==> src/design/slcc_pkg.sv <==
`default_nettype none
// ----------------------------------------------------------------------------
// slcc_pkg
// Shared types, character codes and helpers of the serial LED command
// controller.
// ----------------------------------------------------------------------------
package slcc_pkg;

   localparam int MAX_LEDS    = 3;
   localparam int MAX_SECONDS = 9;

   typedef enum logic [1:0] {
      MODE_KEEP  = 2'd0,
      MODE_ON    = 2'd1,
      MODE_OFF   = 2'd2,
      MODE_BLINK = 2'd3
   } led_mode_type;

   typedef enum logic [2:0] {
      KIND_NONE  = 3'd0,
      KIND_ON    = 3'd1,
      KIND_OFF   = 3'd2,
      KIND_BLINK = 3'd3,
      KIND_RESET = 3'd4
   } cmd_kind_type;

   localparam logic [7:0] CHAR_0 = "0";
   localparam logic [7:0] CHAR_1 = "1";
   localparam logic [7:0] CHAR_4 = "4";
   localparam logic [7:0] CHAR_9 = "9";
   localparam logic [7:0] CHAR_B = "b";
   localparam logic [7:0] CHAR_D = "d";
   localparam logic [7:0] CHAR_E = "e";
   localparam logic [7:0] CHAR_F = "f";
   localparam logic [7:0] CHAR_I = "i";
   localparam logic [7:0] CHAR_K = "k";
   localparam logic [7:0] CHAR_L = "l";
   localparam logic [7:0] CHAR_N = "n";
   localparam logic [7:0] CHAR_O = "o";
   localparam logic [7:0] CHAR_R = "r";
   localparam logic [7:0] CHAR_S = "s";
   localparam logic [7:0] CHAR_T = "t";

   typedef struct packed {
      cmd_kind_type kind;
      logic [1:0]   led;
      logic [3:0]   seconds;
   } cmd_type;

   typedef struct packed {
      logic       tick;
      logic       set_on;
      logic       set_off;
      logic       set_blink;
      logic [3:0] seconds;
   } led_ctl_type;

   function automatic logic is_led_digit(input logic [7:0] ch);
      return (ch > CHAR_0) && (ch < CHAR_4);
   endfunction

endpackage
`default_nettype wire

==> src/design/slcc_match.sv <==
`default_nettype none
// ----------------------------------------------------------------------------
// slcc_match
// Character-at-a-time command matcher: tracks the match position, the first
// and previous characters and the addressed LED, and reports completed
// commands.
// ----------------------------------------------------------------------------
module slcc_match import slcc_pkg::*; (
   input  wire logic       clock,
   input  wire logic       reset,
   input  wire logic       step,
   input  wire logic [7:0] ch,
   output cmd_type         cmd
);

   logic [3:0] pos_ff, pos_in;
   logic [7:0] first_ff, first_in;
   logic [7:0] prev_ff, prev_in;
   logic [1:0] target_ff, target_in;

   logic [3:0]   next_pos;
   cmd_kind_type kind;

   always_comb begin
      next_pos = 4'd0;
      kind     = KIND_NONE;
      case (pos_ff)
         4'd0: begin
            if (ch == CHAR_L || ch == CHAR_R) next_pos = 4'd1;
         end
         4'd1: begin
            if (ch == CHAR_E) next_pos = 4'd2;
         end
         4'd2: begin
            if ((ch == CHAR_D && first_ff == CHAR_L) ||
                (ch == CHAR_S && first_ff == CHAR_R)) next_pos = 4'd3;
         end
         4'd3: begin
            if ((is_led_digit(ch) && prev_ff == CHAR_D) ||
                (ch == CHAR_E && prev_ff == CHAR_S)) next_pos = 4'd4;
         end
         4'd4: begin
            if (ch == CHAR_T && prev_ff == CHAR_E) begin
               kind = KIND_RESET;
            end else if ((ch == CHAR_O || ch == CHAR_B) && is_led_digit(prev_ff)) begin
               next_pos = 4'd5;
            end
         end
         4'd5: begin
            if (ch == CHAR_N && prev_ff == CHAR_O) begin
               kind = KIND_ON;
            end else if ((ch == CHAR_F && prev_ff == CHAR_O) ||
                         (ch == CHAR_L && prev_ff == CHAR_B)) begin
               next_pos = 4'd6;
            end
         end
         4'd6: begin
            if (ch == CHAR_F && prev_ff == CHAR_F) begin
               kind = KIND_OFF;
            end else if (ch == CHAR_I && prev_ff == CHAR_L) begin
               next_pos = 4'd7;
            end
         end
         4'd7: begin
            if (ch == CHAR_N && prev_ff == CHAR_I) next_pos = 4'd8;
         end
         4'd8: begin
            if (ch == CHAR_K && prev_ff == CHAR_N) next_pos = 4'd9;
         end
         4'd9: begin
            if (ch > CHAR_0 && ch <= CHAR_9 && prev_ff == CHAR_K) kind = KIND_BLINK;
         end
         default: begin
            next_pos = 4'd0;
         end
      endcase
      if (!step) kind = KIND_NONE;
   end

   always_comb begin
      pos_in    = pos_ff;
      first_in  = first_ff;
      prev_in   = prev_ff;
      target_in = target_ff;
      if (step) begin
         pos_in  = next_pos;
         prev_in = ch;
         if (pos_ff == 4'd0) first_in = ch;
         if (pos_ff == 4'd3 && is_led_digit(ch)) target_in = 2'(ch - CHAR_1);
      end
   end

   always_comb begin
      cmd.kind    = kind;
      cmd.led     = (kind == KIND_NONE || kind == KIND_RESET) ? 2'd0 : target_ff;
      cmd.seconds = (kind == KIND_BLINK) ? 4'(ch - CHAR_0) : 4'd0;
   end

   always_ff @(posedge clock) begin
      if (reset) begin
         pos_ff    <= '0;
         first_ff  <= '0;
         prev_ff   <= '0;
         target_ff <= '0;
      end else begin
         pos_ff    <= pos_in;
         first_ff  <= first_in;
         prev_ff   <= prev_in;
         target_ff <= target_in;
      end
   end

endmodule
`default_nettype wire

==> src/design/slcc_led.sv <==
`default_nettype none
// ----------------------------------------------------------------------------
// slcc_led
// One LED channel: mode, level, blink period and tick countdown.
// ----------------------------------------------------------------------------
module slcc_led import slcc_pkg::*; #(
   parameter int TICKS_PER_SECOND = 10
) (
   input  wire logic  clock,
   input  wire logic  reset,
   input  wire led_ctl_type ctl,
   output logic       level_next
);

   localparam int WAIT_W = $clog2(MAX_SECONDS * TICKS_PER_SECOND + 1);

   led_mode_type      mode_ff, mode_in;
   logic              level_ff, level_in;
   logic [3:0]        period_ff, period_in;
   logic [WAIT_W-1:0] wait_ff, wait_in;
   logic [WAIT_W-1:0] reload;

   assign reload = WAIT_W'(period_ff * TICKS_PER_SECOND);

   always_comb begin
      mode_in   = mode_ff;
      level_in  = level_ff;
      period_in = period_ff;
      wait_in   = wait_ff;
      if (ctl.tick) begin
         if (wait_ff > WAIT_W'(1)) begin
            wait_in = wait_ff - WAIT_W'(1);
         end else begin
            wait_in = WAIT_W'(1);
            case (mode_ff)
               MODE_ON:    level_in = 1'b1;
               MODE_OFF:   level_in = 1'b0;
               MODE_BLINK: begin
                  level_in = ~level_ff;
                  if (reload != '0) wait_in = reload;
               end
               default:    level_in = level_ff;
            endcase
         end
      end else if (ctl.set_on) begin
         mode_in  = MODE_ON;
         level_in = 1'b1;
         wait_in  = WAIT_W'(1);
      end else if (ctl.set_off) begin
         mode_in  = MODE_OFF;
         level_in = 1'b0;
         wait_in  = WAIT_W'(1);
      end else if (ctl.set_blink) begin
         mode_in   = MODE_BLINK;
         period_in = ctl.seconds;
      end
   end

   assign level_next = level_in;

   always_ff @(posedge clock) begin
      if (reset) begin
         mode_ff   <= MODE_KEEP;
         level_ff  <= 1'b0;
         period_ff <= '0;
         wait_ff   <= WAIT_W'(1);
      end else begin
         mode_ff   <= mode_in;
         level_ff  <= level_in;
         period_ff <= period_in;
         wait_ff   <= wait_in;
      end
   end

endmodule
`default_nettype wire

==> src/design/serial_led_command_controller.sv <==
`default_nettype none
// ----------------------------------------------------------------------------
// serial_led_command_controller
// Serial command matcher and LED driver.
// ----------------------------------------------------------------------------
// Input stream (req_): one word per received serial byte or per 100 ms tick;
// req_tuser selects which. Every input word yields exactly one result word
// (rsp_) with the LED levels after the step, the echoed byte and the command
// completed by that byte, if any.
// A word accepted on req_ passes the input register, then the result register,
// before it is presented on rsp_. Throughput: one word per cycle while the
// receiver does not stall; the command match and the per-LED counter updates
// are combinational between the two registers.
// Reset clears the matcher, turns all LEDs off in keep mode and empties both
// registers. When the receiver stalls, the result word holds and the input
// register still takes one more word; req_tready then drops until rsp_tready
// returns.
// ----------------------------------------------------------------------------
module serial_led_command_controller import slcc_pkg::*; #(
   parameter int LED_COUNT        = 3,
   parameter int TICKS_PER_SECOND = 10
) (
   input  wire logic        clock,
   input  wire logic        reset,
   input  wire logic        req_tvalid,
   output logic             req_tready,
   input  wire logic [7:0]  req_tdata,  // [7:0] rx_byte
   input  wire logic        req_tuser,  // [0] action
   output logic             rsp_tvalid,
   input  wire logic        rsp_tready,
   output logic [23:0]      rsp_tdata,  // [2:0] led_levels, [10:3] echo_byte,
                                        // [13:11] cmd_kind, [15:14] cmd_led,
                                        // [19:16] cmd_seconds, [23:20] zero
   output logic             rsp_tuser   // [0] echo_valid
);

   logic        in_valid_ff, in_valid_in;
   logic        in_action_ff;
   logic [7:0]  in_byte_ff;
   logic        rsp_valid_ff, rsp_valid_in;
   logic [23:0] rsp_data_ff, rsp_data_in;
   logic        rsp_user_ff, rsp_user_in;

   logic                advance;
   logic                byte_step;
   logic                tick_step;
   cmd_type             cmd;
   logic [MAX_LEDS-1:0] levels;
   logic [7:0]          echo;

   assign advance    = in_valid_ff && (!rsp_valid_ff || rsp_tready);
   assign req_tready = !in_valid_ff || advance;
   assign byte_step  = advance && !in_action_ff;
   assign tick_step  = advance && in_action_ff;

   slcc_match u_match (
      .clock (clock),
      .reset (reset),
      .step  (byte_step),
      .ch    (in_byte_ff),
      .cmd   (cmd)
   );

   for (genvar i = 0; i < MAX_LEDS; i++) begin : g_led
      if (i < LED_COUNT) begin : g_on
         led_ctl_type ctl;
         always_comb begin
            ctl.tick      = tick_step;
            ctl.set_on    = (cmd.kind == KIND_ON) && (cmd.led == 2'(i));
            ctl.set_off   = ((cmd.kind == KIND_OFF) && (cmd.led == 2'(i))) ||
                            (cmd.kind == KIND_RESET);
            ctl.set_blink = (cmd.kind == KIND_BLINK) && (cmd.led == 2'(i));
            ctl.seconds   = cmd.seconds;
         end
         slcc_led #(
            .TICKS_PER_SECOND (TICKS_PER_SECOND)
         ) u_led (
            .clock      (clock),
            .reset      (reset),
            .ctl        (ctl),
            .level_next (levels[i])
         );
      end else begin : g_off
         assign levels[i] = 1'b0;
      end
   end

   assign echo = in_action_ff ? 8'd0 : in_byte_ff;

   always_comb begin
      in_valid_in  = in_valid_ff;
      rsp_valid_in = rsp_valid_ff;
      rsp_data_in  = rsp_data_ff;
      rsp_user_in  = rsp_user_ff;
      if (req_tready) in_valid_in = req_tvalid;
      if (advance) begin
         rsp_valid_in = 1'b1;
         rsp_data_in  = {4'd0, cmd.seconds, cmd.led, cmd.kind, echo, levels};
         rsp_user_in  = !in_action_ff;
      end else if (rsp_tready) begin
         rsp_valid_in = 1'b0;
      end
   end

   always_ff @(posedge clock) begin
      if (reset) begin
         in_valid_ff  <= 1'b0;
         rsp_valid_ff <= 1'b0;
      end else begin
         in_valid_ff  <= in_valid_in;
         rsp_valid_ff <= rsp_valid_in;
      end
   end

   always_ff @(posedge clock) begin
      if (req_tvalid && req_tready) begin
         in_action_ff <= req_tuser;
         in_byte_ff   <= req_tdata;
      end
      rsp_data_ff <= rsp_data_in;
      rsp_user_ff <= rsp_user_in;
   end

   assign rsp_tvalid = rsp_valid_ff;
   assign rsp_tdata  = rsp_data_ff;
   assign rsp_tuser  = rsp_user_ff;

endmodule
`default_nettype wire

==> config.mk <==
export PLATFORM = sky130hd
export DESIGN_NAME = serial_led_command_controller
export DESIGN_NICKNAME = d
export VERILOG_FILES = /design/src/design/slcc_pkg.sv /design/src/design/slcc_match.sv /design/src/design/slcc_led.sv /design/src/design/serial_led_command_controller.sv
export SDC_FILE = /design/constraint.sdc
export NUM_CORES = 1
export LEC_CHECK = 0
export BUFFER_PORTS_ARGS = -buffer_cell sky130_fd_sc_hd__clkbuf_2
export CAP_MARGIN = 40
export CORE_ASPECT_RATIO = 0.75
export CORE_MARGIN = 2
export CORE_UTILIZATION = 40
export CTS_CLUSTER_DIAMETER = 40
export DETAILED_ROUTE_END_ITERATION = 7
export PLACE_DENSITY_LB_ADDON = 0.3
export SETUP_SLACK_MARGIN = 0.1
export SLEW_MARGIN = 15
export SYNTH_ARGS = -nofsm -noshare
export SYNTH_HDL_FRONTEND = slang
export SYNTH_SLANG_ARGS = --single-unit
export TNS_END_PERCENT = 10
==> constraint.sdc <==
create_clock -name clock -period 2.5 [get_ports clock]
set_clock_uncertainty 0.2 [all_clocks]
set_input_delay 0.25 -clock clock [delete_from_list [all_inputs] [get_ports clock]]
set_output_delay 0.25 -clock clock [all_outputs]
set_load 0.03 [all_outputs]
; ---- Word-level counts from Yosys, hierarchy flattened
; Index checks and enable logic that the tools add are counted.
[op_classes]
mul = 3
add_sub_neg = 5
bitwise_logic = 10
n_reduce_logical = 66
mux = 65
magnitude_cmp = 8
eq_ne = 48
[ops]
columns = op, n
row1 = $eq 8x7->1 const B, 24
row2 = $mux 7, 18
row3 = $pmux 4 s9, 1
row4 = $logic_and 1x1->1, 31
row5 = $mux 2, 14
row6 = $mux 4, 6
row7 = $gt 7x1->1 const B, 3
row8 = $reduce_bool 7->1, 3
row9 = $sub 7x1->7 const B, 3
row10 = $mul 4x3->6 const B, 3
row11 = $mux 3, 6
row12 = $reduce_bool 3->1, 6
row13 = $eq 4x3->1 const B, 4
row14 = $gt 8x6->1 const B, 2
row15 = $lt 8x6->1 const B, 2
row16 = $mux 1, 16
row17 = $eq 2x2->1 const B, 7
row18 = $pmux 3 s4, 1
row19 = $reduce_and 4->1, 3
row20 = $logic_or 1x1->1, 11
row21 = $not 1->1, 10
row22 = $reduce_and 2->1, 5
row23 = $pmux 1 s3, 3
row24 = $eq 2x1->1 const B, 4
row25 = 14 further kinds, 19
[word_totals]
regBits = 96
out_inout_bits = 27
input_bits = 13

; ---- Depth between registers and ports, before layout
[depth]
ltp_word = 15
ltp_mapped = 8
mapped_depth_nobuf = 8

; ---- Cells and area by module
; Synthesis repeated with hierarchy kept, for this count alone.
[hier_totals]
hier_cells = 587
hier_area_um2 = 5434.0
[modules_own_cells]
columns = module, seq_area_each_um2, n_inst, cells_each, area_each_um2
row1 = slcc_led, 280.3, 3, 110, 910.9
row2 = slcc_match, 440.4, 1, 184, 1508.9
row3 = serial_led_command_controller, 940.9, 1, 73, 1192.4

; ---- Worst setup path after synthesis
; OpenSTA, ideal clock, no wires.
[synth_timing]
kind = reg-to-reg
startpoint = reg in_byte_ff[0]
endpoint = reg g_led[1].g_on.u_led.mode_ff[1]
t_required_ps = 2234
arrival_time_ps = 2080
stages_incl_launch_ff = 9
n_path_buf = 1
synth_period_minus_slack_ps = 2346
path_slack_ps = 154
path_cell_list = edfxtp_1 -> inv_1 -> ha_1 -> o21bai_1 -> a2111oi_4 -> buf_4 -> nand2_1 -> a211o_1 -> a21oi_2
[synth_between]
elab_chain_len = 14
elab_cells_between_ends = 32
[synth_rtl]
columns = element, line_no
row1 = "start, declared", serial_led_command_controller.sv:39  ; logic [7:0] in_byte_ff;
row2 = "start signal, assigned", serial_led_command_controller.sv:118  ; in_byte_ff <= req_tdata;
row3 = $gt 8x6->1 / $le 8x6->1 (equally long branches), slcc_match.sv:71  ; if (ch > CHAR_0 && ch <= CHAR_9 && prev_ff == CHAR_K) kind = KIND_BLINK;
row4 = $logic_and 1x1->1 (2 in series), slcc_match.sv:71
row5 = $mux 2, slcc_match.sv:71
row6 = $pmux 3 s4 (*), slcc_match.sv:27  ; case (pos_ff)
row7 = $mux 3 (*), slcc_match.sv:77  ; if (!step) kind = KIND_NONE;
row8 = $eq 3x3->1 / $logic_not 3->1 (equally long branches), "slcc_match.sv:95, serial_led_command_controller.sv:71"
row9 = $logic_or 1x1->1, slcc_match.sv:95  ; cmd.led = (kind == KIND_NONE || kind == KIND_RESET) ? 2'd0 : target_ff;
row10 = $mux 2, slcc_match.sv:95
row11 = $eq 2x1->1, "serial_led_command_controller.sv:69, serial_led_command_controller.sv:70, serial_led_command_controller.sv:72"
row12 = $logic_and 1x1->1, serial_led_command_controller.sv:70  ; ctl.set_off = ((cmd.kind == KIND_OFF) && (cmd.led == 2'(i))) ||
row13 = $logic_or 1x1->1, serial_led_command_controller.sv:70
row14 = $reduce_bool 3->1 (no source line) / $mux 2 (equally long branches), -
row15 = $reduce_and 2->1 (no source line) / $mux 2 (equally long branches), -
row16 = "end signal, assigned", slcc_led.sv:68  ; mode_ff <= mode_in;
row17 = "end, declared", slcc_led.sv:17  ; led_mode_type mode_ff, mode_in;
; Every way passes the cells marked *; elsewhere a longest branch is shown, timed or not.
; A chain may end at the register's enable or synchronous reset.

; ---- Worst setup path in the final report
[layout_timing]
startpoint = reg in_byte_ff[2]
endpoint = reg g_led[0].g_on.u_led.level_ff
[layout_between]
elab_chain_len = 15
elab_cells_between_ends = 29
[layout_rtl]
columns = element, line_no
row1 = $gt 8x6->1 / $le 8x6->1 (equally long branches), slcc_match.sv:71
row2 = $logic_and 1x1->1 (2 in series), slcc_match.sv:71
row3 = $mux 2, slcc_match.sv:71
row4 = $pmux 3 s4 (*), slcc_match.sv:27
row5 = $mux 3 (*), slcc_match.sv:77
row6 = $eq 3x3->1 / $logic_not 3->1 (equally long branches), "slcc_match.sv:95, serial_led_command_controller.sv:71"
row7 = $logic_or 1x1->1, slcc_match.sv:95
row8 = $mux 2, slcc_match.sv:95
row9 = $logic_not 2->1, "serial_led_command_controller.sv:69, serial_led_command_controller.sv:70"
row10 = $logic_and 1x1->1, serial_led_command_controller.sv:70
row11 = $logic_or 1x1->1, serial_led_command_controller.sv:70
row12 = $mux 1, slcc_led.sv:49  ; end else if (ctl.set_off) begin
row13 = $mux 1 (*), slcc_led.sv:45  ; end else if (ctl.set_on) begin
row14 = $mux 1 (*), slcc_led.sv:30  ; if (ctl.tick) begin
row15 = "end signal, assigned", slcc_led.sv:69  ; level_ff <= level_in;
row16 = "end, declared", slcc_led.sv:18  ; logic level_ff, level_in;
; Marks and branches as above.

==> results.cfg <==
[placement]
place_congestion = 0.9403
placed_cells = 845
port_buffers = 35
dp_hpwl_mm = 12.10

[drt]
drt_iter0_drc = 375
viasPerCell = 5.976
wl_mm = 16.62
drt_first_pass_iters = 5
vias = 5241
drc = 0
wl_per_cell_um = 18.95
drtAntennaViolNets = 0

[clock_network]
cts_sinks = 96
cts_inserted_buffers = 9
htreeDepth = 3
path_clk_slew_ns = 0.07
clock-root-buffer = clkbuf_16
clk-insertion-delay-late_ns = 0.36
cts_tree = done
clockBufferDepth = 2

[synth]
ys_seq_area_frac = 0.3890
synthTopCellsByArea = dfxtp_1, edfxtp_1, ha_1, a21oi_1, nand3_1
yosys_warnings = 0
ys.flop_type = dfxtp_1
syn-cell-area_um2 = 5712
synth-edff-count = 30
synth-seq-cells = 96
yosysTopAreaCellShare = 0.2313
syn_area_per_cell_um2 = 9.139
yosysTopAreaCell = dfxtp_1
synthDistinctLibCells = 83
synth-async-reset-ratio = 0
synthCells = 625

[floorplanning]
start_util = 0.4126
pin_count = 40
core_um2 = 13840
rows = 37
die_w_um = 142.0
chipHeight_um = 107.5
die-area_um2 = 15260

[worst_setup_path]
crit_buf_inv = 1
cp-start-kind = flop
path_delay_family = simple AND/OR/NAND/NOR gates
cp_max_fo = 7
path_depth = 6
crit_chain = nand2_1, or3_1, nor4_4, a211oi_2, buf_4, a2111oi_2
crit_slowest_cell = edfxtp_1
cp.required_ns = 2.56
cpPeakStageDelay_ns = 0.56
critical_path_class = flop to flop
worst_r2r_path_depth = 6
cp.arrival_ns = 2.45
worstSetupEndpointType = flop

[sta]
hold_viol_final = 0
setup_viol = 0
rsz0062_at_grt = true
period_share = 0.9562
max_freq_ghz = 0.4183
tns_ns = 0
drv_slew = 0
slew-limit-headroom = 0.4608
min_period_ns = 2.390
worst_pin_slew_ns = 0.8059

[global_routing]
overflow = 0
grt_max_degree = 22
grt_pass1_vias = 4828
grt_usage = 0.2230
antenna_found_initial = 0
grt_pass1_wl_mm = 26.25

[pwr]
p_per_area_nw_per_um2 = 639.2
ir_drop_uv = 357.2
p_leak_nw = 2.663

[min_path]
whs_path_depth = 3
hold_class = input port to flop

[cells_and_area]
layout-drive-gt1-share = 0.2151
instances_no_fill = 877
fin_nets = 732
area_delta_synth_final_pct = 19.78
n_antenna_cell = 0

[run]
drv_cap = 0

[status]
status = finished clean
## per-layer routing
metal / track usage / up-vias / wire length [µm]
met5: 0 / - / 0
met4: 0.04786 / 0 / 120
met3: 0.05249 / 8 / 1284
met2: 0.3199 / 203 / 7051
met1: 0.3375 / 2542 / 8160
li1: - / 2488 / -
## timing repair
item                                    4_1_cts  5_1_grt
hold endpoints to repair                     10        0
endpoints found under the setup margin        8       51
hold buffers                                 10        0
pin swaps                                     0        7
buffers inserted                              0        5
cloned                                        0        1
gates resized for setup                       1       30
## power breakdown
part	internal (mW)	leakage, nW	total, mW	switching [mW]
clock network	0.846	0.147	1.47	0.623
logic	0.460	1.68	1.07	0.612
registers	1.70	0.833	1.83	0.129
## cells in the mapped netlist (all sizes together), types with 10 or more instances
cell type	n
ha	19
mux2i	20
or4	10
nor4	13
dfxtp	66
nor3	19
a21oi	42
clkbuf	17
nand3	41
nor2	45
o21ai	27
edfxtp	30
and3	15
inv	14
nand2	48
nand2b	11
buf	18
nor2b	13
o211ai	11
or3	12
## worst reg2reg max path: stages, from the launching register on
cell and delay (ns):
edfxtp_1 0.56, nand2_1 0.14, or3_1 0.40, nor4_4 0.39, a211oi_2 0.14, buf_4 0.16
a2111oi_2 0.31
## kinds of logic after synthesis
kind of cell / Yosys count / synth area share
mux: 20 / 0.03505
simple gates: 280 / 0.2920
flops: 96 / 0.3890
other cells: 1 / 0.0006565
compound gates: 147 / 0.1770
buf+inv: 49 / 0.03877
fa+ha+maj: 22 / 0.05214
xor+xnor: 10 / 0.01534
## sequential cells by signal, summed over array words and instances (netlist names)
register,cells
g_led.g_on.u_led.period_ff,12
g_led.g_on.u_led.mode_ff,6
u_match.prev_ff,8
g_led.g_on.u_led.wait_ff,21
u_match.target_ff,2
rsp_tvalid,1
u_match.pos_ff,4
u_match.first_ff,8
g_led.g_on.u_led.level_ff,3
rsp_tdata,20
in_valid_ff,1
in_action_ff,1
rsp_tuser,1
in_byte_ff,8
## layout make-up
type / count / area, µm²
fillers: 1305 / 7000
multi-input cells: 483 / 3391
flip-flops and latches: 96 / 2230
repair buffers: 93 / 639.4
clock buffers: 13 / 261.5
well taps: 175 / 219.0
inverters: 14 / 52.55
clock inverters: 3 / 48.80
## cell usage in the layout, fill, tap and decap left out, types with 12 or more instances in the layout
cell type,netlist,final
buf_4,5,47
or3_1,12,12
inv_1,14,12
nand2_1,48,47
edfxtp_1,30,30
nor3_1,14,14
clkbuf_2,0,35
nor2b_1,13,13
nor2_1,45,42
a21oi_1,41,39
and3_1,15,15
mux2i_1,20,20
ha_1,19,14
nand3_1,41,41
o21ai_0,24,23
dfxtp_1,66,62
## stage by stage
stage / total power, mW / setup slack, ns / area, µm² / hold slack (ns) / utilization
4_1_cts: 4.380 / 0.007005 / 6681 / 0.06163 / 0.4827
3_5_place_dp: 2.905 / -0.004821 / 6266 / 0.2286 / 0.4527
2_1_floorplan: 2.592 / 0.1544 / 5723 / 0.1489 / -
6_report: 4.373 / 0.1095 / 6842 / 0.06562 / 0.4943
5_1_grt: 4.605 / 0.02200 / 6842 / 0.08634 / 0.4943
3_3_place_gp: 2.867 / 0.1098 / 6266 / 0.2269 / 0.4527
## final timing paths
path | from | endpoint | slack [ns]
worst min register to register | u_match.first_ff[6]$_SDFFE_PP0P_ | u_match.first_ff[6]$_SDFFE_PP0P_ | 0.29
worst min-delay path | rsp_tready | rsp_tvalid$_SDFFE_PP0P_ | 0.07
worst max register to register | in_byte_ff[2]$_DFFE_PP_ | g_led[0].g_on.u_led.level_ff$_SDFF_PP0_ | 0.11
worst max-delay path | in_byte_ff[2]$_DFFE_PP_ | g_led[0].g_on.u_led.level_ff$_SDFF_PP0_ | 0.11
(Power assumes the default switching activity.)
